<file path="src/rtl/oust_pkg.sv">
package oust_pkg;

  localparam int unsigned CAPACITY   = 16;
  localparam int unsigned VALUE_BITS = 32;

  localparam int unsigned IDX_W = (CAPACITY > 1) ? $clog2(CAPACITY) : 1;
  localparam int unsigned CNT_W = $clog2(CAPACITY + 1);

  typedef enum logic [1:0] {
    ACT_INSERT = 2'd0,
    ACT_ERASE  = 2'd1,
    ACT_QUERY  = 2'd2,
    ACT_CLEAR  = 2'd3
  } oust_action_e;

  typedef struct packed {
    oust_action_e       action;
    logic signed [31:0] value;
  } oust_in_t;

  typedef struct packed {
    logic       found;
    logic [4:0] count_after;
    logic       full_reject;
  } oust_out_t;

  typedef struct packed {
    logic load;
    logic scan;
    logic shift;
    logic emit;
  } oust_cmd_t;

  typedef struct packed {
    logic in_clear;
    logic count_zero;
    logic act_erase;
    logic match;
    logic scan_last;
    logic shift_last;
    logic out_free;
  } oust_sts_t;

endpackage

</file>
<file path="src/rtl/oust_ctrl.sv">
module oust_ctrl import oust_pkg::*; (
  input  logic      clk_i,
  input  logic      rst_ni,
  input  logic      in_valid_i,
  output logic      in_ready_o,
  input  oust_sts_t sts_i,
  output oust_cmd_t cmd_o
);

  typedef enum logic [3:0] {
    ST_IDLE  = 4'b0001,
    ST_SCAN  = 4'b0010,
    ST_SHIFT = 4'b0100,
    ST_EMIT  = 4'b1000
  } oust_state_e;

  oust_state_e state_q, state_d;

  always_comb begin
    state_d    = state_q;
    cmd_o      = '0;
    in_ready_o = 1'b0;
    case (state_q)
      ST_IDLE: begin
        in_ready_o = 1'b1;
        if (in_valid_i) begin
          cmd_o.load = 1'b1;
          if (sts_i.in_clear || sts_i.count_zero) begin
            state_d = ST_EMIT;
          end else begin
            state_d = ST_SCAN;
          end
        end
      end
      ST_SCAN: begin
        cmd_o.scan = 1'b1;
        if (sts_i.match) begin
          if (sts_i.act_erase && !sts_i.scan_last) begin
            state_d = ST_SHIFT;
          end else begin
            state_d = ST_EMIT;
          end
        end else if (sts_i.scan_last) begin
          state_d = ST_EMIT;
        end
      end
      ST_SHIFT: begin
        cmd_o.shift = 1'b1;
        if (sts_i.shift_last) begin
          state_d = ST_EMIT;
        end
      end
      ST_EMIT: begin
        if (sts_i.out_free) begin
          cmd_o.emit = 1'b1;
          state_d    = ST_IDLE;
        end
      end
      default: begin
        state_d = ST_IDLE;
      end
    endcase
  end

  always_ff @(posedge clk_i or negedge rst_ni) begin
    if (!rst_ni) begin
      state_q <= ST_IDLE;
    end else begin
      state_q <= state_d;
    end
  end

endmodule

</file>
<file path="src/rtl/oust_dpath.sv">
module oust_dpath import oust_pkg::*; (
  input  logic      clk_i,
  input  logic      rst_ni,
  input  oust_in_t  in_data_i,
  input  oust_cmd_t cmd_i,
  output oust_sts_t sts_o,
  input  logic      out_ready_i,
  output logic      out_valid_o,
  output oust_out_t out_data_o
);

  logic [VALUE_BITS-1:0] mem [CAPACITY];
  logic [VALUE_BITS-1:0] rdata_q;
  logic [IDX_W-1:0]      rd_addr;

  oust_action_e          act_q;
  logic [VALUE_BITS-1:0] key_q;
  logic [IDX_W-1:0]      idx_q;
  logic                  found_q;
  logic [CNT_W-1:0]      count_q, count_d;
  logic                  out_valid_q;
  oust_out_t             out_q;

  logic [31:0]           value_u;
  logic [VALUE_BITS-1:0] key_in;
  logic [CNT_W:0]        idx_w, cnt_w;
  logic                  full;
  logic                  reject;
  logic                  wr_en;
  logic [IDX_W-1:0]      wr_addr;
  logic [VALUE_BITS-1:0] wr_data;
  logic [CNT_W+4:0]      count_ext;

  assign value_u = in_data_i.value;
  assign key_in  = VALUE_BITS'(value_u);
  assign idx_w   = (CNT_W + 1)'(idx_q);
  assign cnt_w   = (CNT_W + 1)'(count_q);
  assign full    = (cnt_w == (CNT_W + 1)'(CAPACITY));

  assign sts_o.in_clear   = (in_data_i.action == ACT_CLEAR);
  assign sts_o.count_zero = (count_q == '0);
  assign sts_o.act_erase  = (act_q == ACT_ERASE);
  assign sts_o.match      = (rdata_q == key_q);
  assign sts_o.scan_last  = ((idx_w + (CNT_W + 1)'(1)) == cnt_w);
  assign sts_o.shift_last = ((idx_w + (CNT_W + 1)'(2)) == cnt_w);
  assign sts_o.out_free   = !out_valid_q || out_ready_i;

  always_comb begin
    if (cmd_i.load) begin
      rd_addr = '0;
    end else if (cmd_i.shift) begin
      rd_addr = idx_q + IDX_W'(2);
    end else begin
      rd_addr = idx_q + IDX_W'(1);
    end
  end

  always_comb begin
    count_d = count_q;
    reject  = 1'b0;
    wr_en   = 1'b0;
    wr_addr = idx_q;
    wr_data = rdata_q;
    if (cmd_i.shift) begin
      wr_en = 1'b1;
    end
    if (cmd_i.emit) begin
      case (act_q)
        ACT_CLEAR: begin
          count_d = '0;
        end
        ACT_INSERT: begin
          if (!found_q) begin
            if (full) begin
              reject = 1'b1;
            end else begin
              wr_en   = 1'b1;
              wr_addr = count_q[IDX_W-1:0];
              wr_data = key_q;
              count_d = count_q + CNT_W'(1);
            end
          end
        end
        ACT_ERASE: begin
          if (found_q) begin
            count_d = count_q - CNT_W'(1);
          end
        end
        default: begin
          count_d = count_q;
        end
      endcase
    end
  end

  assign count_ext = (CNT_W + 5)'(count_d);

  always_ff @(posedge clk_i) begin
    rdata_q <= mem[rd_addr];
    if (wr_en) begin
      mem[wr_addr] <= wr_data;
    end
  end

  always_ff @(posedge clk_i) begin
    if (cmd_i.load) begin
      act_q <= in_data_i.action;
      key_q <= key_in;
      idx_q <= '0;
    end else if ((cmd_i.scan && !sts_o.match) || cmd_i.shift) begin
      idx_q <= idx_q + IDX_W'(1);
    end
    if (cmd_i.emit) begin
      out_q.found       <= found_q;
      out_q.count_after <= count_ext[4:0];
      out_q.full_reject <= reject;
    end
  end

  always_ff @(posedge clk_i or negedge rst_ni) begin
    if (!rst_ni) begin
      count_q     <= '0;
      found_q     <= 1'b0;
      out_valid_q <= 1'b0;
    end else begin
      count_q <= count_d;
      if (cmd_i.load) begin
        found_q <= 1'b0;
      end else if (cmd_i.scan && sts_o.match) begin
        found_q <= 1'b1;
      end
      if (cmd_i.emit) begin
        out_valid_q <= 1'b1;
      end else if (out_ready_i) begin
        out_valid_q <= 1'b0;
      end
    end
  end

  assign out_valid_o = out_valid_q;
  assign out_data_o  = out_q;

`ifndef ASSERT_OFF
  a_count_bound: assert property (@(posedge clk_i) disable iff (!rst_ni)
    cnt_w <= (CNT_W + 1)'(CAPACITY))
    else $error("held count exceeds capacity");

  a_shift_erase: assert property (@(posedge clk_i) disable iff (!rst_ni)
    cmd_i.shift |-> (act_q == ACT_ERASE) && found_q)
    else $error("entries shifted outside an erase");

  a_reject_full: assert property (@(posedge clk_i) disable iff (!rst_ni)
    (cmd_i.emit && reject) |=> (count_q == $past(count_q)) && full)
    else $error("rejected insert changed the count");

  a_found_reject: assert property (@(posedge clk_i) disable iff (!rst_ni)
    out_valid_q |-> !(out_q.found && out_q.full_reject))
    else $error("result both found and rejected");

  a_emit_free: assert property (@(posedge clk_i) disable iff (!rst_ni)
    cmd_i.emit |-> sts_o.out_free)
    else $error("result overwritten before it was taken");
`endif

endmodule

</file>
<file path="src/rtl/ordered_unique_set_table_top.sv">
// Channel | Direction | Handshake              | Beat
// in      | input     | in_valid_i / in_ready_o | in_data_i  (action, value)
// out     | output    | out_valid_o / out_ready_i | out_data_o (found, count_after, full_reject)
//
// One item is handled at a time; in_ready_o is high only while the controller is idle.
// Clear, or any operation on an empty set, goes from accept straight to its result step.
// Other items first scan the table, comparing entries (up to the held count) until a match;
// an erase that matches before the last entry then moves the later entries down one place.
// The result sits in an output register, so the next item is accepted while it waits;
// a stalled output holds the following item in its result step. Reset empties the set.
module ordered_unique_set_table_top import oust_pkg::*; (
  input  logic      clk_i,
  input  logic      rst_ni,
  input  logic      in_valid_i,
  output logic      in_ready_o,
  input  oust_in_t  in_data_i,
  output logic      out_valid_o,
  input  logic      out_ready_i,
  output oust_out_t out_data_o
);

  oust_cmd_t cmd;
  oust_sts_t sts;

  oust_ctrl u_ctrl (
    .clk_i      (clk_i),
    .rst_ni     (rst_ni),
    .in_valid_i (in_valid_i),
    .in_ready_o (in_ready_o),
    .sts_i      (sts),
    .cmd_o      (cmd)
  );

  oust_dpath u_dpath (
    .clk_i       (clk_i),
    .rst_ni      (rst_ni),
    .in_data_i   (in_data_i),
    .cmd_i       (cmd),
    .sts_o       (sts),
    .out_ready_i (out_ready_i),
    .out_valid_o (out_valid_o),
    .out_data_o  (out_data_o)
  );

endmodule
</file>
<file path="config.mk">
export PLATFORM = sky130hd
export DESIGN_NAME = ordered_unique_set_table_top
export DESIGN_NICKNAME = d
export VERILOG_FILES = /design/src/rtl/oust_pkg.sv /design/src/rtl/oust_ctrl.sv /design/src/rtl/oust_dpath.sv /design/src/rtl/ordered_unique_set_table_top.sv
export SDC_FILE = /design/constraint.sdc
export NUM_CORES = 1
export LEC_CHECK = 0
export BUFFER_PORTS_ARGS = -buffer_cell sky130_fd_sc_hd__buf_2
export CAP_MARGIN = 30
export CORE_MARGIN = 4
export CORE_UTILIZATION = 38
export DETAILED_ROUTE_END_ITERATION = 6
export PLACE_DENSITY_LB_ADDON = 0.05
export SYNTH_ARGS = -nofsm -noshare
export SYNTH_HDL_FRONTEND = slang
export SYNTH_HIERARCHICAL = 1
export SYNTH_SLANG_ARGS = --single-unit
</file>
<file path="constraint.sdc">
create_clock -name clk_i -period 4.37 [get_ports clk_i]
set_input_delay 0.437 -clock clk_i [delete_from_list [all_inputs] [get_ports clk_i]]
set_output_delay 0.437 -clock clk_i [all_outputs]
set_load 0.03 [all_outputs]
</file>
==> results.sh <==
export IMPL_status="finished clean"
export IMPL_yosys_area_share_simple_pct=2.91
export IMPL_cts_tree="built"
export IMPL_synth_xor_area_share_pct=1.54
export IMPL_layout_commonest_cell="edfxtp_1"
export IMPL_root_buffer="clkbuf_16"
export IMPL_relSlewSlack_pct=36.0
export IMPL_post_cts_buffers=0
export IMPL_dp_slack_ps=869
export IMPL_cp_endpoint="u_dpath/rdata_q[2]"
export IMPL_place_congestion=0.760
export IMPL_finalCritPeriodShare_pct=80.0
export IMPL_worstPathRequired_ps=4850
export IMPL_synth_nets=1155
export IMPL_finalNonFillerCells=2082
export IMPL_nets=1289
export IMPL_diodes=0
export IMPL_startpoint="u_ctrl/state_q[3]"
export IMPL_synth_compound_area_share_pct=4.17
export IMPL_setup_viol=0
export IMPL_layout_cells_most_common_list="edfxtp_1, mux4_2, clkbuf_16"
export IMPL_start_kind="flip-flop"
export IMPL_fillers=5159
export IMPL_htree_levels=3
export IMPL_vias=11500
export IMPL_drt_initial_drc_count=939
export IMPL_hold_viol=0
export IMPL_post_synth_mux_area_share_pct=14.1
export IMPL_worstRegToRegCells=8
export IMPL_reg2reg_from="u_ctrl/state_q[3]"
export IMPL_finalSetupTns_ps=0
export IMPL_max_stage_delay_ps=590
export IMPL_synth_edf_count=553
export IMPL_crit_chain="or4b_4, inv_1, nand2b_1, a21oi_4, buf_12, mux4_2, a22o_1, a221o_1"
export IMPL_grt_pass1_wl_um=86000
export IMPL_cts_buffers=68
export IMPL_p_per_area_mw_per_mm2=700
export IMPL_max_cap_violations=0
export IMPL_synth_top_family_by_area="multiplexers"
export IMPL_rrSetupSlack_ps=880
export IMPL_ys_flop_type="edfxtp_1"
export IMPL_yosysWarnings=6
export IMPL_synth_distinct_cells=57
export IMPL_finalWirelength_um=59000
export IMPL_rr_endpoint="u_dpath/rdata_q[2]"
export IMPL_core_area_sq_mm=0.0605
export IMPL_die_w_um=256
export IMPL_synth_seq_cells=600
export IMPL_synth_largest_area_cell="edfxtp_1"
export IMPL_critPathCaptureType="flip-flop"
export IMPL_dieArea_sq_mm=0.0653
export IMPL_fin_skew_ps=18.9
export IMPL_clk_pin_slew_ps=60
export IMPL_cts_sink_count=600
export IMPL_syn_to_final_growth_pct=17.0
export IMPL_drive_gt1_share_pct=29.6
export IMPL_initial_core_util_pct=38.5
export IMPL_dp_final_hpwl_um=31300
export IMPL_cpLargestDelayFamily="compound AO/OA/AOI/OAI gates"
export IMPL_clock_path_buffers=3
export IMPL_drt_antenna_violating_nets=0
export IMPL_maxSlewViolCount=0
export IMPL_worstPathMaxFanout=48
export IMPL_clk_insertion_delay_late_ps=600
export IMPL_drcViolationCount=0
export IMPL_worst_path_max_delay_cell="or4b_4"
export IMPL_criticalPathCategory="flip-flop to flip-flop"
export IMPL_critPathArrivalTime_ps=3970
export IMPL_core_rowCount=90
export IMPL_numPlacedInstances=1931
export IMPL_post_drt_wl_per_cell_um=28.4
export IMPL_fin_ws_ps=875
export IMPL_antenna_found_initial=0
export IMPL_syn_avg_cell_area_sq_um=20.9
export IMPL_ys_top_cells_by_area="edfxtp_1, mux4_2, dfxtp_1"
export IMPL_synthAdderAreaFrac_pct=0.215
export IMPL_yosysSeqAreaShare_pct=75.6
export IMPL_grt_ovfl_total=0
export IMPL_rsz0062_at_grt="false"
export IMPL_die_h_um=256
export IMPL_synth_cell_area_sq_mm=0.0233
export IMPL_avgViaCountPerCell=5.53
export IMPL_io_pins=47
export IMPL_p_leak_uw=0.00875
export IMPL_synth_top_area_share_pct=71.3
export IMPL_grtUsageTotal_pct=18.2
export IMPL_vdd_drop_max_mv=0.524
export IMPL_grt_pass1_vias=12000
export IMPL_synthArstFlopShare_pct=1.83
export IMPL_portBuffers=46
export IMPL_min_period_ps=3490
export IMPL_grt_max_degree=86
export IMPL_dr_pass1_iters=6
export IMPL_worstHoldPathType="primary input to flip-flop"
export IMPL_synth_cells=1113
export IMPL_path_buf_inv=2
export IMPL_worst_slew_pin_slew_ps=956
export IMPL_max_freq_ghz=0.286
export IMPL_worst_path_stages=8
per-layer routing:
layer | wire length [um] | track usage, % | up-vias
li1 | - | - | 4963
met1 | 26400 | 25.8 | 6182
met2 | 28800 | 29.6 | 293
met3 | 2730 | 3.32 | 81
met4 | 1050 | 4.14 | 0
met5 | 0 | 0 | -
timing repair:
| action | CTS | global route |
|---|---|---|
| hold buffers | 26 | 1 |
| resized for setup | 0 | 0 |
| endpoints found under the hold margin | 36 | 1 |
cells in the mapped netlist (5+ instances only):
cell and instances:
a221o_1 34, a22o_1 33, a31oi_1 10, and3_1 6, buf_2 13, buf_4 5
buf_6 6, clkbuf_1 33, dfrtp_1 10, dfxtp_1 36, edfxtp_1 553, inv_1 11
mux2_2 33, mux4_2 128, nand2_1 16, nand2b_1 8, nand3_1 10, nand4_1 8
nor2_1 30, nor3_1 14, o211ai_1 6, o21ai_0 6, xnor2_1 35, xor2_1 6
cell type report:
cell class	count	area, sq um	share of cell area, %
Sequential cell	600	17600	64.6
Multi-Input combinational cell	442	5500	20.2
Clock buffer	88	1850	6.79
Timing Repair Buffer	123	1000	3.67
Tap cell	782	978	3.59
Clock inverter	35	268	0.983
Inverter	12	45.0	0.165
sequential cells by signal, summed over array words and instances (netlist names):
name / flops
u_dpath/rdata_q: 32
u_dpath/act_q: 2
u_dpath/out_valid_o: 1
u_dpath/count_q: 5
u_dpath/found_q: 1
u_dpath/out_data_o: 7
u_ctrl/state_q: 4
u_dpath/mem: 512
u_dpath/key_q: 32
u_dpath/idx_q: 4
power by group:
group	internal, uW	switching (uW)	total [uW]	leakage (uW)
registers	7400	331	7730	0.00543
logic	2590	3310	5910	0.00227
clock network	3170	2240	5420	0.00104
through the flow:
step                total power [uW]  utilization [%]  hold WS [ps]  instance area [sq um]
floorplan                      12000                -           141                  23300
global placement               13800             41.1           333                  24800
detailed placement             13900             41.1           335                  24800
CTS                            19400             45.0         0.218                  27200
global route                   20000             45.0          8.02                  27200
finish                         19100             45.0          46.3                  27200
how the worst min path moves through the flow:
stage | slack [ps] | depth (start not counted) | start | to
after floorplan | 140 | 0 | rst_ni | u_ctrl/state_q[1]
after global placement | 330 | 1 | rst_ni | u_ctrl/state_q[1]
after detailed placement | 340 | 1 | rst_ni | u_ctrl/state_q[3]
after CTS | 0.2 | 1 | in_data_i[32] | u_dpath/act_q[0]
after global routing | 8 | 1 | in_data_i[19] | u_dpath/key_q[19]
final | 50 | 1 | in_data_i[19] | u_dpath/key_q[19]
worst reg2reg max path: cells and delay by family, from the launching register on:
kind	cells	cell delay, ps
AO/OA/AOI/OAI	3	860
buffers and inverters	2	770
AND/OR/NAND/NOR	2	750
multiplexers	1	590
flip-flops	1	430
cell families after synthesis:
logic type | after synthesis
DFF | 600
muxes | 163
and+or+nand+nor | 119
AOI/OAI and AO/OA | 115
buffers and inverters | 71
xor gates and xnor gates | 41
adders and majority gates | 4
Power figures use the tool's default switching activity.
